## src/rtl/dmrc_pkg.sv

```systemverilog
// ----------------------------------------------------------------------------
// dmrc_pkg
// Shared constants, codes and types of the dual motor ramp controller.
// ----------------------------------------------------------------------------
package dmrc_pkg;

   // Speed width default (unsigned fraction, all ones stands for full duty)
   localparam int SPEED_BITS_DEF = 16;

   // Fixed field widths
   localparam int OP_W       = 2;
   localparam int MODE_W     = 2;
   localparam int RATE_W     = 16;
   localparam int TOL_W      = 16;
   localparam int TIME_W     = 24;
   localparam int STEP_SHIFT = 10;   // rates are given per 1024 us

   // Operation codes
   localparam logic [OP_W-1:0] OP_TICK   = 2'd0;
   localparam logic [OP_W-1:0] OP_TARGET = 2'd1;
   localparam logic [OP_W-1:0] OP_DIR    = 2'd2;
   localparam logic [OP_W-1:0] OP_HALT   = 2'd3;

   // Mode codes
   localparam logic [MODE_W-1:0] MODE_STOP  = 2'd0;
   localparam logic [MODE_W-1:0] MODE_RUN   = 2'd1;
   localparam logic [MODE_W-1:0] MODE_TURN  = 2'd2;
   localparam logic [MODE_W-1:0] MODE_EMERG = 2'd3;

   // CSR map
   localparam int CSR_ADDR_W = 4;
   localparam int CSR_DATA_W = 32;
   localparam int REG_IDX_W  = 2;
   localparam logic [REG_IDX_W-1:0] REG_ACCEL   = 2'd0;
   localparam logic [REG_IDX_W-1:0] REG_DECEL   = 2'd1;
   localparam logic [REG_IDX_W-1:0] REG_TOL     = 2'd2;
   localparam logic [REG_IDX_W-1:0] REG_ELAPSED = 2'd3;

   // CSR reset values
   localparam logic [RATE_W-1:0] ACCEL_RST   = 16'd1024;
   localparam logic [RATE_W-1:0] DECEL_RST   = 16'd1024;
   localparam logic [TOL_W-1:0]  TOL_RST     = 16'd655;
   localparam logic [TIME_W-1:0] ELAPSED_RST = 24'd100000;

   // Per-lane status toward the merge logic
   typedef struct packed {
      logic near;       // error magnitude below tolerance
      logic goal_low;   // goal below tolerance
      logic moving;     // speed nonzero
   } lane_flags_type;

endpackage

```

## src/rtl/dmrc_if.sv

```systemverilog
// ----------------------------------------------------------------------------
// dmrc_if
// Valid/ready channels for commands and status of the ramp controller.
// ----------------------------------------------------------------------------
interface dmrc_req_if #(
   parameter int SPEED_BITS = dmrc_pkg::SPEED_BITS_DEF
);
   logic                          valid;
   logic                          ready;
   logic [dmrc_pkg::OP_W-1:0]     operation;
   logic [dmrc_pkg::TIME_W-1:0]   elapsed_us;
   logic [SPEED_BITS-1:0]         target_left;
   logic [SPEED_BITS-1:0]         target_right;
   logic                          left_dir;
   logic                          right_dir;

   modport source (output valid, operation, elapsed_us, target_left, target_right,
                   left_dir, right_dir, input ready);
   modport sink   (input valid, operation, elapsed_us, target_left, target_right,
                   left_dir, right_dir, output ready);
endinterface

interface dmrc_rsp_if #(
   parameter int SPEED_BITS = dmrc_pkg::SPEED_BITS_DEF
);
   logic                          valid;
   logic                          ready;
   logic [SPEED_BITS-1:0]         pwm_left;
   logic [SPEED_BITS-1:0]         pwm_right;
   logic                          dir_pin_left;
   logic                          dir_pin_right;
   logic [dmrc_pkg::MODE_W-1:0]   mode;

   modport source (output valid, pwm_left, pwm_right, dir_pin_left, dir_pin_right, mode,
                   input ready);
   modport sink   (input valid, pwm_left, pwm_right, dir_pin_left, dir_pin_right, mode,
                   output ready);
endinterface

```

## src/rtl/dmrc_step.sv

```systemverilog
// ----------------------------------------------------------------------------
// dmrc_step
// First stage: turns elapsed time into accel and decel steps, registered.
// ----------------------------------------------------------------------------
module dmrc_step #(
   parameter int SPEED_BITS = dmrc_pkg::SPEED_BITS_DEF
) (
   input  logic                          clock,
   input  logic                          load,
   input  logic [dmrc_pkg::TIME_W-1:0]   elapsed_us,
   input  logic [dmrc_pkg::RATE_W-1:0]   max_accel,
   input  logic [dmrc_pkg::RATE_W-1:0]   max_decel,
   input  logic [dmrc_pkg::TIME_W-1:0]   max_elapsed_us,
   output logic [SPEED_BITS-1:0]         acc_step,
   output logic [SPEED_BITS-1:0]         dec_step
);
   import dmrc_pkg::*;

   localparam int PROD_W = RATE_W + TIME_W;
   localparam int STEP_W = PROD_W - STEP_SHIFT;
   localparam int WIDE_W = (STEP_W > SPEED_BITS) ? STEP_W : SPEED_BITS;
   localparam logic [WIDE_W-1:0] SPEED_MAX = WIDE_W'({SPEED_BITS{1'b1}});

   logic [TIME_W-1:0]     dt;
   logic [PROD_W-1:0]     acc_prod, dec_prod;
   logic [WIDE_W-1:0]     acc_wide, dec_wide;
   logic [SPEED_BITS-1:0] acc_ff, acc_in, dec_ff, dec_in;

   // long pauses apply no ramp change
   assign dt       = (elapsed_us > max_elapsed_us) ? '0 : elapsed_us;
   assign acc_prod = PROD_W'(max_accel) * PROD_W'(dt);
   assign dec_prod = PROD_W'(max_decel) * PROD_W'(dt);
   assign acc_wide = WIDE_W'(acc_prod[PROD_W-1:STEP_SHIFT]);
   assign dec_wide = WIDE_W'(dec_prod[PROD_W-1:STEP_SHIFT]);

   // a step beyond full scale behaves like full scale downstream
   assign acc_in = (acc_wide > SPEED_MAX) ? SPEED_MAX[SPEED_BITS-1:0]
                                          : acc_wide[SPEED_BITS-1:0];
   assign dec_in = (dec_wide > SPEED_MAX) ? SPEED_MAX[SPEED_BITS-1:0]
                                          : dec_wide[SPEED_BITS-1:0];

   always_ff @(posedge clock) begin
      if (load) begin
         acc_ff <= acc_in;
         dec_ff <= dec_in;
      end
   end

   assign acc_step = acc_ff;
   assign dec_step = dec_ff;

endmodule

```

## src/rtl/dmrc_lane.sv

```systemverilog
// ----------------------------------------------------------------------------
// dmrc_lane
// One motor lane: ramp toward goal, slow-down step and tolerance flags.
// ----------------------------------------------------------------------------
module dmrc_lane #(
   parameter int SPEED_BITS = dmrc_pkg::SPEED_BITS_DEF
) (
   input  logic [SPEED_BITS-1:0]        speed,
   input  logic [SPEED_BITS-1:0]        goal,
   input  logic [SPEED_BITS-1:0]        acc_step,
   input  logic [SPEED_BITS-1:0]        dec_step,
   input  logic [dmrc_pkg::TOL_W-1:0]   tolerance,
   output logic [SPEED_BITS-1:0]        speed_ramp,
   output logic [SPEED_BITS-1:0]        speed_slow,
   output dmrc_pkg::lane_flags_type     flags
);
   import dmrc_pkg::*;

   localparam int CMP_W = (SPEED_BITS > TOL_W) ? SPEED_BITS : TOL_W;

   logic                  up;
   logic [SPEED_BITS-1:0] mag, step;

   assign up   = goal > speed;
   assign mag  = up ? (goal - speed) : (speed - goal);
   assign step = up ? acc_step : dec_step;

   // a step that reaches the goal lands on it exactly
   always_comb begin
      if (mag == '0) begin
         speed_ramp = speed;
      end else if (step >= mag) begin
         speed_ramp = goal;
      end else if (up) begin
         speed_ramp = speed + step;
      end else begin
         speed_ramp = speed - step;
      end
   end

   assign speed_slow = (speed > dec_step) ? (speed - dec_step) : '0;

   assign flags.near     = CMP_W'(mag)  < CMP_W'(tolerance);
   assign flags.goal_low = CMP_W'(goal) < CMP_W'(tolerance);
   assign flags.moving   = speed != '0;

endmodule

```

## src/rtl/dual_motor_ramp_controller.sv

```systemverilog
// ----------------------------------------------------------------------------
// dual_motor_ramp_controller
// Two-motor speed ramp controller: stopped, running, direction change and
// emergency modes, slew-limited PWM speeds, APB-style register port.
// ----------------------------------------------------------------------------
//  channel   direction  handshake                     carries
//  req_chan  in         valid/ready                   operation, time, targets, dirs
//  rsp_chan  out        valid/ready                   pwm, direction pins, mode
//  csr_*     in/out     psel/penable, pready tied 1   accel, decel, tolerance, max time
//
//  Two stages: the step stage multiplies both rates by the elapsed time, the
//  lane/merge stage updates the motor state and fills the output register.
//  One transfer per cycle sustained while rsp_chan is not stalled; a request is
//  registered in the step stage, then its result in the output register.
//  req_chan.ready drops only when both stages are full and rsp_chan is stalled.
//  Reset (synchronous) clears modes, speeds, goals, directions and valid flags and loads CSR reset values.
// ----------------------------------------------------------------------------
module dual_motor_ramp_controller #(
   parameter int SPEED_BITS = dmrc_pkg::SPEED_BITS_DEF
) (
   input  logic                               clock,
   input  logic                               reset,
   dmrc_req_if.sink                           req_chan,
   dmrc_rsp_if.source                         rsp_chan,
   input  logic                               csr_psel,
   input  logic                               csr_penable,
   input  logic                               csr_pwrite,
   input  logic [dmrc_pkg::CSR_ADDR_W-1:0]    csr_paddr,
   input  logic [dmrc_pkg::CSR_DATA_W-1:0]    csr_pwdata,
   output logic [dmrc_pkg::CSR_DATA_W-1:0]    csr_prdata,
   output logic                               csr_pready
);
   import dmrc_pkg::*;

   // ---------------------------------------------------------------- CSRs
   logic                 csr_wr;
   logic [REG_IDX_W-1:0] csr_idx;
   logic [RATE_W-1:0]    accel_ff, accel_in, decel_ff, decel_in;
   logic [TOL_W-1:0]     tol_ff, tol_in;
   logic [TIME_W-1:0]    max_el_ff, max_el_in;

   assign csr_pready = 1'b1;
   assign csr_wr     = csr_psel && csr_penable && csr_pwrite && csr_pready;
   assign csr_idx    = csr_paddr[CSR_ADDR_W-1:2];

   always_comb begin
      accel_in  = accel_ff;
      decel_in  = decel_ff;
      tol_in    = tol_ff;
      max_el_in = max_el_ff;
      if (csr_wr) begin
         unique case (csr_idx)
            REG_ACCEL:   accel_in  = csr_pwdata[RATE_W-1:0];
            REG_DECEL:   decel_in  = csr_pwdata[RATE_W-1:0];
            REG_TOL:     tol_in    = csr_pwdata[TOL_W-1:0];
            REG_ELAPSED: max_el_in = csr_pwdata[TIME_W-1:0];
         endcase
      end
   end

   always_comb begin
      unique case (csr_idx)
         REG_ACCEL:   csr_prdata = CSR_DATA_W'(accel_ff);
         REG_DECEL:   csr_prdata = CSR_DATA_W'(decel_ff);
         REG_TOL:     csr_prdata = CSR_DATA_W'(tol_ff);
         REG_ELAPSED: csr_prdata = CSR_DATA_W'(max_el_ff);
      endcase
   end

   always_ff @(posedge clock) begin
      if (reset) begin
         accel_ff  <= ACCEL_RST;
         decel_ff  <= DECEL_RST;
         tol_ff    <= TOL_RST;
         max_el_ff <= ELAPSED_RST;
      end else begin
         accel_ff  <= accel_in;
         decel_ff  <= decel_in;
         tol_ff    <= tol_in;
         max_el_ff <= max_el_in;
      end
   end

   // ---------------------------------------------------------------- flow
   logic rsp_valid_ff, rsp_valid_in;
   logic s1_valid_ff, s1_valid_in;
   logic out_free, s1_free, s1_move, req_take;

   // output register takes a new result when empty or being drained
   assign out_free = !rsp_valid_ff || rsp_chan.ready;
   assign s1_move  = s1_valid_ff && out_free;
   assign s1_free  = !s1_valid_ff || out_free;
   assign req_chan.ready = s1_free;
   assign req_take = req_chan.valid && s1_free;

   assign s1_valid_in  = req_take ? 1'b1 : (s1_move ? 1'b0 : s1_valid_ff);
   assign rsp_valid_in = s1_move ? 1'b1 : (rsp_chan.ready ? 1'b0 : rsp_valid_ff);

   always_ff @(posedge clock) begin
      if (reset) begin
         s1_valid_ff  <= 1'b0;
         rsp_valid_ff <= 1'b0;
      end else begin
         s1_valid_ff  <= s1_valid_in;
         rsp_valid_ff <= rsp_valid_in;
      end
   end

   // ---------------------------------------------------------------- stage 1
   logic [OP_W-1:0]       s1_op_ff;
   logic [SPEED_BITS-1:0] s1_tgt_l_ff, s1_tgt_r_ff;
   logic [1:0]            s1_dirs_ff;   // bit 0 left, bit 1 right
   logic [SPEED_BITS-1:0] acc_step, dec_step;

   always_ff @(posedge clock) begin
      if (req_take) begin
         s1_op_ff    <= req_chan.operation;
         s1_tgt_l_ff <= req_chan.target_left;
         s1_tgt_r_ff <= req_chan.target_right;
         s1_dirs_ff  <= {req_chan.right_dir, req_chan.left_dir};
      end
   end

   dmrc_step #(.SPEED_BITS(SPEED_BITS)) u_step (
      .clock          (clock),
      .load           (req_take),
      .elapsed_us     (req_chan.elapsed_us),
      .max_accel      (accel_ff),
      .max_decel      (decel_ff),
      .max_elapsed_us (max_el_ff),
      .acc_step       (acc_step),
      .dec_step       (dec_step)
   );

   // ---------------------------------------------------------------- state
   logic [MODE_W-1:0]     mode_ff, mode_in, entered_ff, entered_in;
   logic [SPEED_BITS-1:0] spd_l_ff, spd_l_in, spd_r_ff, spd_r_in;
   logic [SPEED_BITS-1:0] goal_l_ff, goal_l_in, goal_r_ff, goal_r_in;
   logic [1:0]            wanted_ff, wanted_in, latched_ff, latched_in;

   // Deferred entry action of the current mode, applied ahead of the handler
   // on a tick. Stop and emergency clear speeds, turn and emergency clear goals.
   logic                  pending, clr_spd, clr_goal;
   logic [SPEED_BITS-1:0] e_spd_l, e_spd_r, e_goal_l, e_goal_r;

   assign pending  = mode_ff != entered_ff;
   assign clr_spd  = pending && ((mode_ff == MODE_STOP) || (mode_ff == MODE_EMERG));
   assign clr_goal = pending && ((mode_ff == MODE_TURN) || (mode_ff == MODE_EMERG));
   assign e_spd_l  = clr_spd  ? '0 : spd_l_ff;
   assign e_spd_r  = clr_spd  ? '0 : spd_r_ff;
   assign e_goal_l = clr_goal ? '0 : goal_l_ff;
   assign e_goal_r = clr_goal ? '0 : goal_r_ff;

   // ---------------------------------------------------------------- lanes
   logic [SPEED_BITS-1:0] ramp_l, ramp_r, slow_l, slow_r;
   lane_flags_type        flags_l, flags_r;

   dmrc_lane #(.SPEED_BITS(SPEED_BITS)) u_lane_left (
      .speed      (e_spd_l),
      .goal       (e_goal_l),
      .acc_step   (acc_step),
      .dec_step   (dec_step),
      .tolerance  (tol_ff),
      .speed_ramp (ramp_l),
      .speed_slow (slow_l),
      .flags      (flags_l)
   );

   dmrc_lane #(.SPEED_BITS(SPEED_BITS)) u_lane_right (
      .speed      (e_spd_r),
      .goal       (e_goal_r),
      .acc_step   (acc_step),
      .dec_step   (dec_step),
      .tolerance  (tol_ff),
      .speed_ramp (ramp_r),
      .speed_slow (slow_r),
      .flags      (flags_r)
   );

   // ---------------------------------------------------------------- merge
   always_comb begin
      mode_in    = mode_ff;
      entered_in = entered_ff;
      spd_l_in   = spd_l_ff;
      spd_r_in   = spd_r_ff;
      goal_l_in  = goal_l_ff;
      goal_r_in  = goal_r_ff;
      wanted_in  = wanted_ff;
      latched_in = latched_ff;
      unique case (s1_op_ff)
         OP_TICK: begin
            entered_in = mode_ff;
            spd_l_in   = e_spd_l;
            spd_r_in   = e_spd_r;
            goal_l_in  = e_goal_l;
            goal_r_in  = e_goal_r;
            unique case (mode_ff)
               MODE_RUN: begin
                  spd_l_in = ramp_l;
                  spd_r_in = ramp_r;
                  // both lanes settled near a goal below tolerance
                  if (flags_l.near && flags_r.near && flags_l.goal_low && flags_r.goal_low)
                  begin
                     mode_in = MODE_STOP;
                  end
               end
               MODE_STOP: begin
                  if ((e_goal_l != '0) || (e_goal_r != '0)) begin
                     mode_in = MODE_RUN;
                  end
               end
               MODE_TURN: begin
                  spd_l_in = slow_l;
                  spd_r_in = slow_r;
                  // both motors were already still: take the new directions
                  if (!flags_l.moving && !flags_r.moving) begin
                     latched_in = wanted_ff;
                     mode_in    = MODE_STOP;
                  end
               end
               MODE_EMERG: begin
               end
            endcase
         end
         OP_TARGET: begin
            // targets are dropped while turning or in emergency
            if ((mode_ff != MODE_EMERG) && (mode_ff != MODE_TURN)) begin
               goal_l_in = s1_tgt_l_ff;
               goal_r_in = s1_tgt_r_ff;
            end
         end
         OP_DIR: begin
            wanted_in = s1_dirs_ff;
            mode_in   = MODE_TURN;
            goal_l_in = '0;
            goal_r_in = '0;
         end
         OP_HALT: begin
            mode_in = MODE_EMERG;
         end
      endcase
   end

   always_ff @(posedge clock) begin
      if (reset) begin
         mode_ff    <= MODE_STOP;
         entered_ff <= MODE_STOP;
         spd_l_ff   <= '0;
         spd_r_ff   <= '0;
         goal_l_ff  <= '0;
         goal_r_ff  <= '0;
         wanted_ff  <= '0;
         latched_ff <= '0;
      end else if (s1_move) begin
         mode_ff    <= mode_in;
         entered_ff <= entered_in;
         spd_l_ff   <= spd_l_in;
         spd_r_ff   <= spd_r_in;
         goal_l_ff  <= goal_l_in;
         goal_r_ff  <= goal_r_in;
         wanted_ff  <= wanted_in;
         latched_ff <= latched_in;
      end
   end

   // ---------------------------------------------------------------- output
   logic [SPEED_BITS-1:0] pwm_l_ff, pwm_r_ff;
   logic                  pin_l_ff, pin_r_ff;
   logic [MODE_W-1:0]     mode_out_ff;

   always_ff @(posedge clock) begin
      if (s1_move) begin
         pwm_l_ff    <= spd_l_in;
         pwm_r_ff    <= spd_r_in;
         pin_l_ff    <= ~latched_in[0];   // left pin is wired inverted
         pin_r_ff    <= latched_in[1];
         mode_out_ff <= mode_in;
      end
   end

   assign rsp_chan.valid         = rsp_valid_ff;
   assign rsp_chan.pwm_left      = pwm_l_ff;
   assign rsp_chan.pwm_right     = pwm_r_ff;
   assign rsp_chan.dir_pin_left  = pin_l_ff;
   assign rsp_chan.dir_pin_right = pin_r_ff;
   assign rsp_chan.mode          = mode_out_ff;

endmodule

```

## src/flat_wrapper.sv

```systemverilog
// flat-port wrapper written by rule: the top's interface ports become plain ports
module dual_motor_ramp_controller_flat import dmrc_pkg::*;
#(
   parameter int SPEED_BITS = dmrc_pkg::SPEED_BITS_DEF
)
  (clock, reset, csr_psel, csr_penable, csr_pwrite, csr_paddr, csr_pwdata, csr_prdata, csr_pready, req_chan_valid, req_chan_operation, req_chan_elapsed_us, req_chan_target_left, req_chan_target_right, req_chan_left_dir, req_chan_right_dir, req_chan_ready, rsp_chan_valid, rsp_chan_pwm_left, rsp_chan_pwm_right, rsp_chan_dir_pin_left, rsp_chan_dir_pin_right, rsp_chan_mode, rsp_chan_ready);
  dmrc_req_if #(.SPEED_BITS(SPEED_BITS)) req_chan_i ();
  dmrc_rsp_if #(.SPEED_BITS(SPEED_BITS)) rsp_chan_i ();
  input  logic clock;
  input  logic reset;
  input  logic csr_psel;
  input  logic csr_penable;
  input  logic csr_pwrite;
  input  logic [dmrc_pkg::CSR_ADDR_W-1:0] csr_paddr;
  input  logic [dmrc_pkg::CSR_DATA_W-1:0] csr_pwdata;
  output logic [dmrc_pkg::CSR_DATA_W-1:0] csr_prdata;
  output logic csr_pready;
  input wire logic [$bits(req_chan_i.valid)-1:0] req_chan_valid;
  input wire logic [$bits(req_chan_i.operation)-1:0] req_chan_operation;
  input wire logic [$bits(req_chan_i.elapsed_us)-1:0] req_chan_elapsed_us;
  input wire logic [$bits(req_chan_i.target_left)-1:0] req_chan_target_left;
  input wire logic [$bits(req_chan_i.target_right)-1:0] req_chan_target_right;
  input wire logic [$bits(req_chan_i.left_dir)-1:0] req_chan_left_dir;
  input wire logic [$bits(req_chan_i.right_dir)-1:0] req_chan_right_dir;
  output wire logic [$bits(req_chan_i.ready)-1:0] req_chan_ready;
  output wire logic [$bits(rsp_chan_i.valid)-1:0] rsp_chan_valid;
  output wire logic [$bits(rsp_chan_i.pwm_left)-1:0] rsp_chan_pwm_left;
  output wire logic [$bits(rsp_chan_i.pwm_right)-1:0] rsp_chan_pwm_right;
  output wire logic [$bits(rsp_chan_i.dir_pin_left)-1:0] rsp_chan_dir_pin_left;
  output wire logic [$bits(rsp_chan_i.dir_pin_right)-1:0] rsp_chan_dir_pin_right;
  output wire logic [$bits(rsp_chan_i.mode)-1:0] rsp_chan_mode;
  input wire logic [$bits(rsp_chan_i.ready)-1:0] rsp_chan_ready;
  assign req_chan_i.valid = req_chan_valid;
  assign req_chan_i.operation = req_chan_operation;
  assign req_chan_i.elapsed_us = req_chan_elapsed_us;
  assign req_chan_i.target_left = req_chan_target_left;
  assign req_chan_i.target_right = req_chan_target_right;
  assign req_chan_i.left_dir = req_chan_left_dir;
  assign req_chan_i.right_dir = req_chan_right_dir;
  assign req_chan_ready = req_chan_i.ready;
  assign rsp_chan_valid = rsp_chan_i.valid;
  assign rsp_chan_pwm_left = rsp_chan_i.pwm_left;
  assign rsp_chan_pwm_right = rsp_chan_i.pwm_right;
  assign rsp_chan_dir_pin_left = rsp_chan_i.dir_pin_left;
  assign rsp_chan_dir_pin_right = rsp_chan_i.dir_pin_right;
  assign rsp_chan_mode = rsp_chan_i.mode;
  assign rsp_chan_i.ready = rsp_chan_ready;
  dual_motor_ramp_controller #(.SPEED_BITS(SPEED_BITS)) u_core (.clock(clock), .reset(reset), .req_chan(req_chan_i), .rsp_chan(rsp_chan_i), .csr_psel(csr_psel), .csr_penable(csr_penable), .csr_pwrite(csr_pwrite), .csr_paddr(csr_paddr), .csr_pwdata(csr_pwdata), .csr_prdata(csr_prdata), .csr_pready(csr_pready));
endmodule
```

## config.mk

```make
export PLATFORM = sky130hd
export DESIGN_NAME = dual_motor_ramp_controller_flat
export DESIGN_NICKNAME = d
export VERILOG_FILES = /design/src/rtl/dmrc_pkg.sv /design/src/rtl/dmrc_if.sv /design/src/rtl/dmrc_step.sv /design/src/rtl/dmrc_lane.sv /design/src/rtl/dual_motor_ramp_controller.sv /design/src/flat_wrapper.sv
export SDC_FILE = /design/constraint.sdc
export NUM_CORES = 2
export LEC_CHECK = 0
export ABC_AREA = 1
export BUFFER_PORTS_ARGS = -buffer_cell sky130_fd_sc_hd__buf_2
export CORE_UTILIZATION = 40
export CTS_CLUSTER_SIZE = 10
export DETAILED_ROUTE_END_ITERATION = 16
export PLACE_DENSITY = 0.67
export SYNTH_ARGS = -nofsm -noshare
export SYNTH_HDL_FRONTEND = slang
export SYNTH_SLANG_ARGS = --single-unit
```

## constraint.sdc

```tcl
create_clock -name clock -period 9.9 [get_ports clock]
set_input_delay 1.98 -clock clock [delete_from_list [all_inputs] [get_ports clock]]
set_output_delay 1.98 -clock clock [all_outputs]
set_load 0.02 [all_outputs]
```

# [Word level (Yosys, flattened, before mapping)]
# Index checks and enable logic that the tools add are counted.
[totals] reg_bits=250 in_bits=103 word_cells=141
[classes] n_addsub=10 multipliers=2 n_lt_le_gt_ge=13 n_eq_ne=13 muxes=38 n_bitwise=1 n_reduce_logical=39
[op_table] cell="two-way mux 16 bit" count=20
[op_table] cell="case mux 32 bit (4 select lines)" count=1
[op_table] cell="subtractor 16 bit" count=8
[op_table] cell="case mux 16 bit (3 select lines)" count=2
[op_table] cell="multiplier 16 x 24 -> 40 bit" count=2
[op_table] cell="greater-than comparator 16 bit" count=4
[op_table] cell="less-than comparator 16 bit" count=4
[op_table] cell="case mux 16 bit (2 select lines)" count=2
[op_table] cell="nonzero test 16 bit" count=4
[op_table] cell="greater-than comparator 30 x 16 -> 1 bit (second input constant)" count=2
[op_table] cell="adder 16 bit" count=2
[op_table] cell="greater-or-equal comparator 16 bit" count=2
[op_table] cell="logical NOT 16 bit" count=2
[op_table] cell="greater-than comparator 24 bit" count=1
[op_table] cell="two-way mux 24 bit" count=1
[op_table] cell="== test 2 bit (second input constant)" count=6
[op_table] cell="two-way mux 2 bit" count=6
[op_table] cell="case mux 2 bit (3 select lines)" count=2
[op_table] cell="AND reduction 2 bit" count=6
[op_table] cell="logical AND 1 bit" count=11
[op_table] cell="== test 2 x 1 -> 1 bit (second input constant)" count=3
[op_table] cell="logical NOT 2 bit" count=3
[op_table] cell="logical OR 1 bit" count=5
[op_table] cell="logical NOT 1 bit" count=4
[op_table] cell="other kinds (8)" count=13

# [Depth between registers and ports, before layout]
[depth] word_depth=13 depth_mapped=46

# [Cells and area by module]
# A second synthesis with hierarchy kept.
[unflattened] cells_unflattened=6648 area_unflattened_um2=47825.9
[modules_own_cells] mod="dmrc_step" n_inst=1 cells_each=3476 area_each_um2=26934.6 seq_area_each_um2=960.9
[modules_own_cells] mod="dual_motor_ramp_controller" n_inst=1 cells_each=1217 area_each_um2=9730.6 seq_area_each_um2=5084.9
[modules_own_cells] mod="dmrc_lane at u_core.u_lane_right" n_inst=1 cells_each=1003 area_each_um2=5694.2 seq_area_each_um2=0.0
[modules_own_cells] mod="dmrc_lane at u_core.u_lane_left" n_inst=1 cells_each=952 area_each_um2=5466.5 seq_area_each_um2=0.0

# [Worst setup path after synthesis]
# Ideal clock, no wire load.
[synth_path] path_type="in2reg" from="in req_chan_elapsed_us[1]" to="reg u_core.u_step.acc_ff[10], in the netlist u_core.u_step.acc_step[10], data pin" setup_ps=276 arrival_time_ps=9208 required_time_ps=9624 path_slack_ps=416 stages=42 path_buffers=3 cell_sequence="ha_1 > inv_1 > nor2_1 > o21ai_0 > nand2_1 > nand2_1 > nand3_1 > nand2_1 > nand3_1 > nand2_2 > clkbuf_1 > nand2_1 > inv_1 > clkbuf_1 > nand2_1 > fa_1 > inv_1 > fa_1 > [... 6 more ...] > ha_1 > a21oi_1 > inv_1 > a31oi_1 > nor2_1 > a2111oi_0 > nand2_1 > nand3_1 > nand2_1 > nand2_1 > nand2_1 > nand2_1 > nand3_1 > nor2_1 > nand3_1 > nor2_1 > buf_2 > nand4_1"
[synth_between] elab_chain_cells=4
[synth_rtl] element="from (decl)" line="flat_wrapper.sv:20" source="input wire logic [$bits(req_chan_i.elapsed_us)-1:0] req_chan_elapsed_us;"
[synth_rtl] element="greater-than comparator 24 bit" line="dmrc_step.sv:30" source="assign dt = (elapsed_us > max_elapsed_us) ? '0 : elapsed_us;"
[synth_rtl] element="two-way mux 24 bit (*)" line="dmrc_step.sv:30"
[synth_rtl] element="multiplier 16 x 24 -> 40 bit (*)" line="dmrc_step.sv:31" source="assign acc_prod = PROD_W'(max_accel) * PROD_W'(dt);"
[synth_rtl] element="greater-than comparator 30 x 16 -> 1 bit" line="dmrc_step.sv:37" source="assign acc_in = (acc_wide > SPEED_MAX) ? SPEED_MAX[SPEED_BITS-1:0]"
[synth_rtl] element="to (signal assigned)" line="dmrc_step.sv:44" source="acc_ff <= acc_in;"
[synth_rtl] element="to (decl)" line="dmrc_step.sv:27" source="logic [SPEED_BITS-1:0] acc_ff, acc_in, dec_ff, dec_in;"
# Mark *: on every way between the ends. The rest lies on a longest branch, timed or not.
# A chain may end at the register's enable or synchronous reset.

# [Worst setup path in the final report]
[layout_path] from="in req_chan_elapsed_us[23]" to="reg u_core.u_step.acc_ff[2], in the netlist u_core.u_step.acc_step[2], data pin"
# Same word-level chain as after synthesis.

==> impl_metrics.py <==
metrics = {
    "place": {
        "gp_congestion": 1.010,
        "detailedPlace.worstSlack_ns": -0.2076,
        "placed_cells": 8323,
        "placed_area_sq_mm": 0.05226,
        "port_buffers": 154,
        "hpwl_microns": 147900,
    },
    "worst_setup_path": {
        "crit_path_frequent_cell": "nand2_1",
        "crit_path_max_incr_delay_ns": 0.53,
        "arrival_ns": 9.81,
        "startpoint_type": "input pin",
        "r2r-start": "u_core.mode_ff[0]$_SDFFE_PP0P_",
        "crit_path_start": "req_chan_elapsed_us[23]",
        "cp-endpoint": "u_core.u_step.acc_step[2]$_SDFFCE_PN1P_",
        "crit_fanout": 16,
        "required_ns": 10.21,
        "criticalPathCategory": "input pin to register",
        "timing.critical_path.to_type": "register",
        "ff2ff_setup_slack_ns": 1.37,
        "rr_endpoint": "u_core.rsp_chan.pwm_left[6]$_DFFE_PP_",
        "cp_slowest_cell": "fa_1",
        "r2r_cells": 29,
    },
    "logic_synthesis": {
        "synth_ff_type": "dfxtp_1",
        "netlist_instances": 6417,
        "async_reset_ff_share_pct": 0,
        "avgSynthCellArea_sq_um": 7.275,
        "ys_ff_latch": 250,
        "synth_area_leaders": "fa_1 (27%), ha_1 (13%), nand2_1 (11%), inv_1 (10%), edfxtp_1 (6.7%)",
        "synth_edf_count": 104,
        "synth_warnings": 0,
        "synth_area_sq_mm": 0.04669,
        "synth_cell_types": 65,
        "synth_top_cell_by_area": "fa_1",
        "yosysSeqAreaShare_pct": 12.95,
        "synth_top_area_share_pct": 26.50,
    },
    "final_layout": {
        "largest_reg_flops": 24,
        "drive_above_1_share_pct": 10.82,
        "nets": 8032,
        "stdcell_count": 8378,
        "postLayoutCellArea_sq_mm": 0.05316,
        "top_register": "u_core.max_el_ff",
        "area_growth_pct": 13.87,
        "nFillCells": 11661,
    },
    "routing": {
        "vias": 45566,
        "routed_via_density": 5.439,
        "wl_per_cell_microns": 21.31,
        "drt_iter0_drc": 4625,
        "drt-total-wl_microns": 178500,
        "drt_first_pass_iters": 8,
        "drc_errors": 0,
        "final_antenna_net_count": 0,
    },
    "floorplanning": {
        "pin_count": 174,
        "core-area_sq_mm": 0.1150,
        "chipHeight_microns": 343.6,
        "dieWidth_microns": 343.6,
        "die_area_sq_mm": 0.1181,
        "start_util_pct": 40.61,
        "rows": 124,
    },
    "timing": {
        "setup_viol": 0,
        "setup_tns_ns": 0,
        "worst_slack_ns": 0.3916,
        "min_period_ns": 9.508,
        "max-slew-margin-rel_pct": 17.52,
        "slew_violations": 0,
        "rsz0062_at_grt": "false",
        "hold_viol": 0,
        "post-route-period-util_pct": 96.04,
        "fmax_ghz": 0.1052,
        "skew_ns": 0.02492,
        "worst_pin_slew_ns": 1.236,
    },
    "cts": {
        "cts_made_buffers": 30,
        "cts_max_level": 1,
        "cts-root-buf": "clkbuf_16",
        "clock_path_buffers": 3,
        "ctsHoldBuffers": 0,
        "cts_tree": "built",
        "clk_latency_ns": 0.61,
        "clk_pin_slew_ns": 0.05,
        "clock_sinks": 250,
    },
    "status": {
        "status": "completed",
    },
    "global_routing": {
        "grt_start_max_net_pins": 112,
        "overflow": 0,
        "grt_pass1_wl_microns": 268200,
        "first_global_vias": 43896,
        "grt_antenna_before_repair": 10,
        "track_usage_pct": 30.15,
    },
    "hold_path": {
        "hold_path_class": "register to register",
    },
    "power_and_ir_drop": {
        "power.density_mw_per_mm2": 104.7,
        "p_leak_uw": 0.02638,
        "p_total_uw": 5565,
        "ir_drop_mv": 0.1380,
    },
    "job": {
        "drv_cap": 0,
    },
}
## worst min-delay path by stage
| stage | start | endpoint | slack (ns) | cells past startpoint |
|---|---|---|---|---|
| 3_3_place_gp | u_core.wanted_ff[0]$_SDFFE_PP0P_ | u_core.wanted_ff[0]$_SDFFE_PP0P_ | 0.45 | 2 |
| 2_1_floorplan | u_core.wanted_ff[1]$_SDFFE_PP0P_ | u_core.wanted_ff[1]$_SDFFE_PP0P_ | 0.42 | 2 |
| 5_1_grt | u_core.spd_l_ff[7]$_SDFFE_PP0P_ | u_core.spd_l_ff[7]$_SDFFE_PP0P_ | 0.48 | 2 |
| 3_5_place_dp | u_core.wanted_ff[1]$_SDFFE_PP0P_ | u_core.wanted_ff[1]$_SDFFE_PP0P_ | 0.45 | 2 |
| 4_1_cts | u_core.wanted_ff[1]$_SDFFE_PP0P_ | u_core.wanted_ff[1]$_SDFFE_PP0P_ | 0.46 | 2 |
| 6_report | u_core.wanted_ff[1]$_SDFFE_PP0P_ | u_core.wanted_ff[1]$_SDFFE_PP0P_ | 0.46 | 2 |
## critical path: cells and delay by family
| kind | cells | cell delay, ns |
|---|---|---|
| AOI/OAI and AO/OA | 3 | 0.68 |
| adders and majority gates | 8 | 3.45 |
| buffers and inverters | 11 | 1.43 |
| and+or+nand+nor | 20 | 2.23 |
## layer usage
layer / vias up / track usage [%] / wire length [microns]
met4: 12 / 9.722 / 6861
li1: 20912 / - / -
met1: 22010 / 44.32 / 78760
met2: 2276 / 43.36 / 72010
met3: 356 / 6.808 / 20820
met5: - / 0 / 79
## metrics by stage
stage,util (%),hold WS (ns)
global route,46.24,0.4776
detailed placement,45.46,0.4486
finish,46.24,0.4565
global placement,45.46,0.4462
floorplan,-,0.4245
CTS,46.22,0.4593
## final cells by class
| class | instances | area (sq um) | area share (%) |
|---|---|---|---|
| Timing Repair Buffer | 631 | 4664 | 8.774 |
| Clock buffer | 47 | 834.6 | 1.570 |
| Inverter | 1281 | 4817 | 9.061 |
| Clock inverter | 6 | 38.79 | 0.07296 |
| Multi-Input combinational cell | 4649 | 34860 | 65.58 |
| Sequential cell | 250 | 6046 | 11.37 |
| Antenna cell | 2 | 5.005 | 0.009414 |
| Tap cell | 1512 | 1892 | 3.559 |
## Yosys cell counts (all sizes together), types with 6 or more instances
| library cell | instances |
|---|---|
| nand2 | 1410 |
| inv | 1263 |
| nor2 | 645 |
| fa | 618 |
| ha | 468 |
| a21oi | 431 |
| o21ai | 318 |
| nand3 | 218 |
| clkbuf | 198 |
| dfxtp | 146 |
| edfxtp | 104 |
| xor2 | 81 |
| nand4 | 78 |
| a31oi | 73 |
| nor3 | 54 |
| o211ai | 50 |
| buf | 46 |
| xnor2 | 44 |
| clkinv | 18 |
| o21a | 18 |
| o21bai | 17 |
| a21o | 15 |
| nor4 | 15 |
| a211oi | 13 |
| o22ai | 10 |
| or2 | 7 |
| and3 | 6 |
| o2111ai | 6 |
| o221ai | 6 |
## power breakdown
part	leakage [uW]	switching [uW]	internal [uW]	total, uW
clock	0.000424	453	573	1030
combinational	0.0238	2230	1130	3350
sequential	0.00215	47.6	1140	1190
## layout by cell type (no fill, tap or decap), types with 17 or more instances in the layout
cell and count:
a21oi_1 427, a31oi_1 73, buf_12 25, buf_2 154, buf_4 452, clkbuf_16 30, clkinv_1 17, dfxtp_1 146
edfxtp_1 104, fa_1 618, ha_1 468, inv_1 1250, nand2_1 1392, nand3_1 215, nand4_1 77, nor2_1 637
nor3_1 49, o211ai_1 49, o21a_1 17, o21ai_0 305, xnor2_1 44, xor2_1 79
## repair_timing
item,in CTS,in global routing
buffers inserted,0,0
resized for setup,0,7
endpoints found under the setup margin,0,22
## kinds of logic after synthesis
group / count (synthesis) / synth area share, %
fa+ha+maj: 1086 / 39.04
mux: 2 / 0.04288
simple gates: 2446 / 21.38
xor+xnor: 125 / 2.377
flops: 250 / 12.95
compound gates: 981 / 11.69
other cells: 2 / 0.01609
buf+inv: 1525 / 12.50
Note: power is estimated with default switching activity, not from simulation.
